<file path="config.mk">
export PLATFORM = sky130hd
export DESIGN_NAME = krts_ctrl
export DESIGN_NICKNAME = d
export VERILOG_FILES = /design/src/sv/krts_pkg.sv /design/src/sv/krts_ctrl.sv
export SDC_FILE = /design/constraint.sdc
export NUM_CORES = 1
export LEC_CHECK = 0
export BUFFER_PORTS_ARGS = -buffer_cell sky130_fd_sc_hd__buf_2
export CAP_MARGIN = 20
export CORE_MARGIN = 1
export CORE_UTILIZATION = 30
export DETAILED_ROUTE_END_ITERATION = 16
export SLEW_MARGIN = 10
export SYNTH_ARGS = -nofsm -noshare
export SYNTH_HDL_FRONTEND = slang
export SYNTH_SLANG_ARGS = --single-unit
</file>
<file path="constraint.sdc">
create_clock -name clk -period 1.9 [get_ports clk]
set_input_delay 0.095 -clock clk [delete_from_list [all_inputs] [get_ports clk]]
set_output_delay 0.095 -clock clk [all_outputs]
set_load 0.03 [all_outputs]
</file>
<file path="src/sv/krts_pkg.sv">
`default_nettype none
package krts_pkg;

	// Operation codes of an input transaction
	localparam logic [2:0] OP_WRITE     = 3'd0;
	localparam logic [2:0] OP_LIN_ID    = 3'd1;
	localparam logic [2:0] OP_LIN_NAME  = 3'd2;
	localparam logic [2:0] OP_BIN_ID    = 3'd3;
	localparam logic [2:0] OP_BIN_NAME  = 3'd4;

	// Field widths
	localparam int OP_W    = 3;
	localparam int IDX_W   = 6;
	localparam int ID_W    = 32;
	localparam int NAME_W  = 64;
	localparam int LIMB_W  = 8;
	localparam int SIZE_W  = 7;
	localparam int IN_W    = 120;
	localparam int OUT_W   = 112;

	// One stored record
	typedef struct packed {
		logic [LIMB_W-1:0] limbs;
		logic [NAME_W-1:0] name;
		logic [ID_W-1:0]   id;
	} rec_t;

	localparam int REC_W = $bits(rec_t);

	// Order of the used entries
	typedef enum logic [1:0] {
		TAG_NONE = 2'd0,
		TAG_ID   = 2'd1,
		TAG_NAME = 2'd2
	} tag_t;

	// Controller states
	typedef enum logic [3:0] {
		ST_CLEAR,
		ST_IDLE,
		ST_LIN_RD,
		ST_LIN_CMP,
		ST_SORT_RDI,
		ST_SORT_HOLD,
		ST_SORT_RDJ,
		ST_SORT_CMP,
		ST_BIN_RD,
		ST_BIN_CMP,
		ST_EMIT
	} state_t;

	// Datapath commands
	typedef enum logic [3:0] {
		CMD_NONE,
		CMD_CLR,
		CMD_WRITE,
		CMD_LOAD,
		CMD_LIN_RD,
		CMD_LIN_CMP,
		CMD_BIN_RD,
		CMD_BIN_CMP,
		CMD_SORT_RDI,
		CMD_SORT_HOLD,
		CMD_SORT_RDJ,
		CMD_SORT_CMP,
		CMD_SORT_PUT,
		CMD_EMIT
	} cmd_t;

	// Datapath status toward the controller
	typedef struct packed {
		logic clr_last;
		logic lin_end;
		logic bin_end;
		logic sort_end;
		logic j_zero;
		logic hit;
		logic greater;
		logic out_busy;
	} sts_t;

	// Search key of a record
	function automatic logic [NAME_W-1:0] rec_key(input rec_t r, input logic by_name);
		rec_key = by_name ? r.name : {{(NAME_W-ID_W){1'b0}}, r.id};
	endfunction

endpackage
`default_nettype wire

</file>
<file path="src/sv/krts_ctrl.sv">
`default_nettype none
module krts_ctrl
	import krts_pkg::*;
(
	input  wire logic            clk,
	input  wire logic            arst_n,
	input  wire logic            s_tvalid,
	output logic                 s_tready,
	input  wire logic [OP_W-1:0] op,
	input  wire logic            cfg_we,
	input  wire sts_t            sts,
	output cmd_t                 cmd
);

	state_t state_q, state_d;
	tag_t   tag_q;
	logic   by_name_q;
	logic   acc;
	logic   want_name;
	tag_t   want_tag;

	assign acc       = s_tvalid && s_tready;
	assign want_name = (op == OP_BIN_NAME);
	assign want_tag  = want_name ? TAG_NAME : TAG_ID;

	// Next state
	always_comb begin
		state_d = state_q;
		case (state_q)
			ST_CLEAR:     if (sts.clr_last) state_d = ST_IDLE;
			ST_IDLE: begin
				if (acc) begin
					case (op)
						OP_LIN_ID, OP_LIN_NAME: state_d = ST_LIN_RD;
						OP_BIN_ID, OP_BIN_NAME:
							state_d = (tag_q == want_tag) ? ST_BIN_RD : ST_SORT_RDI;
						default: state_d = ST_IDLE;
					endcase
				end
			end
			ST_LIN_RD:    state_d = sts.lin_end ? ST_EMIT : ST_LIN_CMP;
			ST_LIN_CMP:   state_d = sts.hit ? ST_EMIT : ST_LIN_RD;
			ST_SORT_RDI:  state_d = sts.sort_end ? ST_BIN_RD : ST_SORT_HOLD;
			ST_SORT_HOLD: state_d = ST_SORT_RDJ;
			ST_SORT_RDJ:  state_d = sts.j_zero ? ST_SORT_RDI : ST_SORT_CMP;
			ST_SORT_CMP:  state_d = sts.greater ? ST_SORT_RDJ : ST_SORT_RDI;
			ST_BIN_RD:    state_d = sts.bin_end ? ST_EMIT : ST_BIN_CMP;
			ST_BIN_CMP:   state_d = sts.hit ? ST_EMIT : ST_BIN_RD;
			ST_EMIT:      if (!sts.out_busy) state_d = ST_IDLE;
			default:      state_d = ST_IDLE;
		endcase
	end

	// Outputs
	always_comb begin
		s_tready = (state_q == ST_IDLE);
		cmd      = CMD_NONE;
		case (state_q)
			ST_CLEAR: cmd = CMD_CLR;
			ST_IDLE: begin
				if (acc) begin
					case (op)
						OP_WRITE: cmd = CMD_WRITE;
						OP_LIN_ID, OP_LIN_NAME, OP_BIN_ID, OP_BIN_NAME: cmd = CMD_LOAD;
						default: cmd = CMD_NONE;
					endcase
				end
			end
			ST_LIN_RD:    if (!sts.lin_end) cmd = CMD_LIN_RD;
			ST_LIN_CMP:   cmd = CMD_LIN_CMP;
			ST_SORT_RDI:  if (!sts.sort_end) cmd = CMD_SORT_RDI;
			ST_SORT_HOLD: cmd = CMD_SORT_HOLD;
			ST_SORT_RDJ:  cmd = sts.j_zero ? CMD_SORT_PUT : CMD_SORT_RDJ;
			ST_SORT_CMP:  cmd = CMD_SORT_CMP;
			ST_BIN_RD:    if (!sts.bin_end) cmd = CMD_BIN_RD;
			ST_BIN_CMP:   cmd = CMD_BIN_CMP;
			ST_EMIT:      if (!sts.out_busy) cmd = CMD_EMIT;
			default:      cmd = CMD_NONE;
		endcase
	end

	// State, order tag and key kind of the running find
	always_ff @(posedge clk or negedge arst_n) begin
		if (!arst_n) begin
			state_q   <= ST_CLEAR;
			tag_q     <= TAG_NONE;
			by_name_q <= 1'b0;
		end else begin
			state_q <= state_d;
			if (acc) begin
				by_name_q <= want_name;
			end
			if (cfg_we || (acc && op == OP_WRITE)) begin
				tag_q <= TAG_NONE;
			end else if (state_q == ST_SORT_RDI && sts.sort_end) begin
				tag_q <= by_name_q ? TAG_NAME : TAG_ID;
			end
		end
	end

endmodule
`default_nettype wire

</file>
-- Yosys cells after proc, flatten, opt, wreduce, memory -nomap -nowiden
Index checks and enable logic that the tools add are counted.
- muxes and demuxes: 25
- reductions and logical operators: 11
- equal/unequal tests: 18
- operators with widths (cell ; number):
    case mux 4 bit (11 select lines) ; 2
    2-to-1 mux 4 bit ; 9
    2-to-1 mux 2 bit ; 9
    == test 4 x 3 -> 1 bit (second input constant) ; 4
    == test 4 bit (second input constant) ; 3
    2-to-1 mux 3 bit ; 3
    == test 4 x 2 -> 1 bit (second input constant) ; 2
    case mux 4 bit (2 select lines) ; 1
    == test 3 x 2 -> 1 bit (second input constant) ; 2
    == test 4 x 1 -> 1 bit (second input constant) ; 1
    logical NOT 4 bit ; 1
    != test 2 bit (second input constant) ; 2
    case mux 2 bit (2 select lines) ; 1
    OR reduction 2 bit ; 2
    OR reduction 4 bit ; 1
    == test 3 x 1 -> 1 bit (second input constant) ; 1
    == test 3 bit (second input constant) ; 1
    logical AND 1 bit ; 3
    logical NOT 3 bit ; 1
    AND reduction 3 bit ; 1
    == test 2 bit ; 1
    != test 2 x 1 -> 1 bit (second input constant) ; 1
    nonzero test 2 bit ; 1
    logical OR 1 bit ; 1
- input bits: 15
- register bits after elaboration: 7

-- Depth between registers and ports, before layout
- depth in word-level cells: 7
- depth in mapped cells: 5
- depth with buffers taken out: 4

-- Worst setup path after synthesis
OpenSTA, ideal clock, no wires.
- path type: reg2reg
- start point: register state_q[3]
- end point: register by_name_q
- arrival: 1.579 ns
- stages on the path, launching flop included: 5
- clock period less this slack: 1.706 ns
- setup time: 0.128 ns
- path slack: 0.194 ns
- cell sequence: dfrtp_1 buf_6 nor4b_4 and2_1 mux2_1
- word-level cells in the longest chain between the ends: 2
- RTL lines (element ; line ; source):
    from (decl) ; krts_ctrl.sv:15 ; state_t state_q, state_d;
    from (signal assigned) ; krts_ctrl.sv:89 ; state_q <= state_d;
    == test 4 x 1 -> 1 bit ; krts_ctrl.sv:56 ; s_tready = (state_q == ST_IDLE);
    net s_tready ; krts_ctrl.sv:8 ; output logic s_tready,
    logical AND 1 bit ; krts_ctrl.sv:22 ; assign acc = s_tvalid && s_tready;
    to (signal assigned) ; krts_ctrl.sv:91 ; by_name_q <= want_name;
    to (decl) ; krts_ctrl.sv:17 ; logic by_name_q;
The timed path passes the listed nets, and every way through them passes these cells.
A chain may end at the register's enable or synchronous reset.

-- Worst setup path in the final report
- start point: register state_q[0]
- end point: output port cmd[1]
- word-level cells in the longest chain between the ends: 4
- elaborated cells between the ends (all ways): 14
- classes of those cells: eq/ne (10); mux (2); reduce/logical (2)
- RTL lines (element ; line ; source):
    == test 4 x 1 -> 1 bit ; krts_ctrl.sv:56, krts_ctrl.sv:58 ;
    logical AND 1 bit ; krts_ctrl.sv:22 ;
    2-to-1 mux 2 bit ; krts_ctrl.sv:61 ; if (acc) begin
    case mux 4 bit (11 select lines) (*) ; krts_ctrl.sv:58 ; case (state_q)
    to (decl) ; krts_ctrl.sv:12 ; output cmd_t cmd
Mark *: on every way between the ends. The rest lies on a longest branch, timed or not.

==> run summary <==
status = finished, final reports clean
Vias = 814
Fmax = 0.558 GHz
register area share after synthesis = 0.235
Max-Cap Viols = 0
root buffer cell = clkbuf_4
1st-pass router iterations = 4
Area Overhead vs Synth = 21.3%
leak pwr = 0.000406 uW
Syn Area/Cell = 7.93 um^2
worst path cell trace = nand2b_1, nor3_1, a41o_1, a221o_1, buf_2
final design utilization = 0.397
Port Buf Inserts = 19
worst-margin pin slew = 0.374 ns
largest net degree at the start of global routing = 16
number of cells produced by synthesis = 94
Layout Skew = 0.00124 ns
post-route minimum period = 1.79 ns
final net count = 131
yosys warns = 0
antenna violations before repair = 0
setup bufs post-CTS = 0
Reg clk slew, reported paths = 0.05 ns
unrepaired setup endpoints after global routing = true
internal reg-to-reg setup slack = 0.38 ns
Placement Rows = 17
n_diodes = 0
die area = 2690 um^2
clk buf depth = 2
vias per cell = 5.69
Final Routed Wirelength = 1960 um
GRT Resource Usage Total = 0.166
crit path kind = flip-flop to output port
max incr delay on CP = 0.50 ns
Final setup viols = 0
CP max-delay cell = dfrtp_2
number of global-route vias before repair = 723
CTS tree = done
Worst-Skew Late Latency = 0.25 ns
Initial Utilization = 0.328
Die W = 51.9 um
Slew HR = 0.750
Unique masters post-synth = 45
Synth area leader = dfrtp_1
# DRC = 0
io pins = 20
count leader, synth = o21ai_0
worst path bufs/invs = 1
Num Clock Sinks = 7
Worst IR Drop VDD = 0.000485 V
first-pass GRT wire length = 3300 um
Storage cell area = 179 um^2
CP top delay family = flip-flops
Yosys top cell area share = 0.235
EDFF count, synth = 0
Power Total = 1110 uW
ys async rst share = 1.00
Critical Path Source Type = flip-flop
multi-input logic area = 514 um^2
final slew viol count = 0
Initial DRC Count = 30
Synth Flop Type = dfrtp_1
pwr dens = 1230 nW/um^2
Fin Hold WS = 0.106 ns
Tcrit/Tclk final = 0.943
setup_tns = 0 ns
synthesized flop and latch total = 7
hpwl dp = 1560 um
final hold viol count = 0
Post-synth top cells = o21ai_0, dfrtp_1, nand2_1, nor2_1, nor2b_1
Post-DRT Antenna Nets = 0
Inserted Clock Buffers = 3
total congestion overflow = 0
H-tree depth = 1
WL per Instance = 13.7 um
fill cell count = 251
Die H = 51.9 um
Placer Congestion = 0.944
Std-Cell Core Area = 2280 um^2
synthesized cell area = 746 um^2
share of layout cells above drive strength 1 = 0.287
crit path capture type = output port
worst path arrival time = 1.70 ns
ranking of synthesized cells by area = dfrtp_1, o21ai_0, nor2b_1
Max FO, Critical Path = 15
Synth Net Count = 109
Worst Path Required = 1.80 ns
worst min path class = primary input to flip-flop
-- stage by stage --
step | cells | setup slack (ns) | cell area [um^2]
6_report | 143 | 0.108 | 905
5_1_grt | 143 | -0.00369 | 905
3_5_place_dp | 138 | 0.261 | 862
4_1_cts | 143 | 0.0198 | 900
3_3_place_gp | 138 | 0.265 | 862
2_1_floorplan | 94 | 0.194 | 746
-- layer usage --
| layer | routed length, um | up-vias | global-route usage | part of all wire |
|---|---|---|---|---|
| met2 | 840 | 41 | 0.237 | 0.43 |
| li1 | - | 403 | - | - |
| met5 | 0 | - | 0 | 0 |
| met1 | 946 | 370 | 0.243 | 0.48 |
| met3 | 175 | 0 | 0.0380 | 0.089 |
| met4 | 0 | 0 | 0.0541 | 0 |
-- state kept, by name (all words and copies together) (netlist names) --
register and count:
by_name_q 1, tag_q 2, state_q 4
-- path summary, 6_finish.rpt --
path,start,to,cells past startpoint
worst max-delay path,state_q[0],cmd[1],5
worst min register to register,by_name_q,by_name_q,1
worst min-delay path,cfg_we,tag_q[0],3
worst max register to register,state_q[2],state_q[0],5
min in group asynchronous,arst_n,state_q[1],2
max in group asynchronous,arst_n,state_q[2],2
-- worst register-to-register path, stage by stage, from the launching register on --
cell       delay, ns
dfrtp_2         0.49
buf_4           0.20
nand2b_1        0.16
a2bb2oi_1       0.15
o311ai_1        0.24
o32a_1          0.21
-- placed cells by master, fill, tap and decap left out, types with 2 or more instances in the layout --
cell / netlist / final
a21oi_1: 2 / 2
a31oi_1: 4 / 4
and3_1: 2 / 2
buf_2: 2 / 19
buf_4: 0 / 4
clkbuf_4: 0 / 3
dfrtp_1: 7 / 4
dfrtp_2: 0 / 3
inv_1: 4 / 4
nand2_1: 7 / 7
nand2b_1: 5 / 5
nor2_1: 6 / 5
nor2b_1: 6 / 6
nor3_1: 3 / 3
o21ai_0: 10 / 10
-- power by group --
| part | switching (uW) | internal (uW) |
|---|---|---|
| Sequential | 100 | 192 |
| Combinational | 399 | 288 |
| Clock | 52.0 | 80.0 |
| Total | 551 | 560 |
-- timing repair --
action	CTS	global route
endpoints found under the setup margin	1	2
endpoints found under the hold margin	7	0
gates resized for setup	1	3
hold buffers	1	0
-- area by class of cell --
type	count	area share
Clock buffer	4	0.0290
Inverter	4	0.0166
Multi-Input combinational cell	76	0.568
Sequential cell	7	0.198
Tap cell	28	0.0387
Timing Repair Buffer	24	0.149
-- logic make-up (layout without fill, tap and decap cells) --
kind of cell | after synthesis | count (layout) | share of synthesized area
AND/OR/NAND/NOR | 38 | 38 | 0.307
AO/OA/AOI/OAI | 36 | 36 | 0.352
buffers and inverters | 11 | 32 | 0.0789
flip-flops | 7 | 7 | 0.235
XOR/XNOR | 1 | 1 | 0.0117
multiplexers | 1 | 1 | 0.0151
No activity file was read; power rests on OpenSTA's default activity.
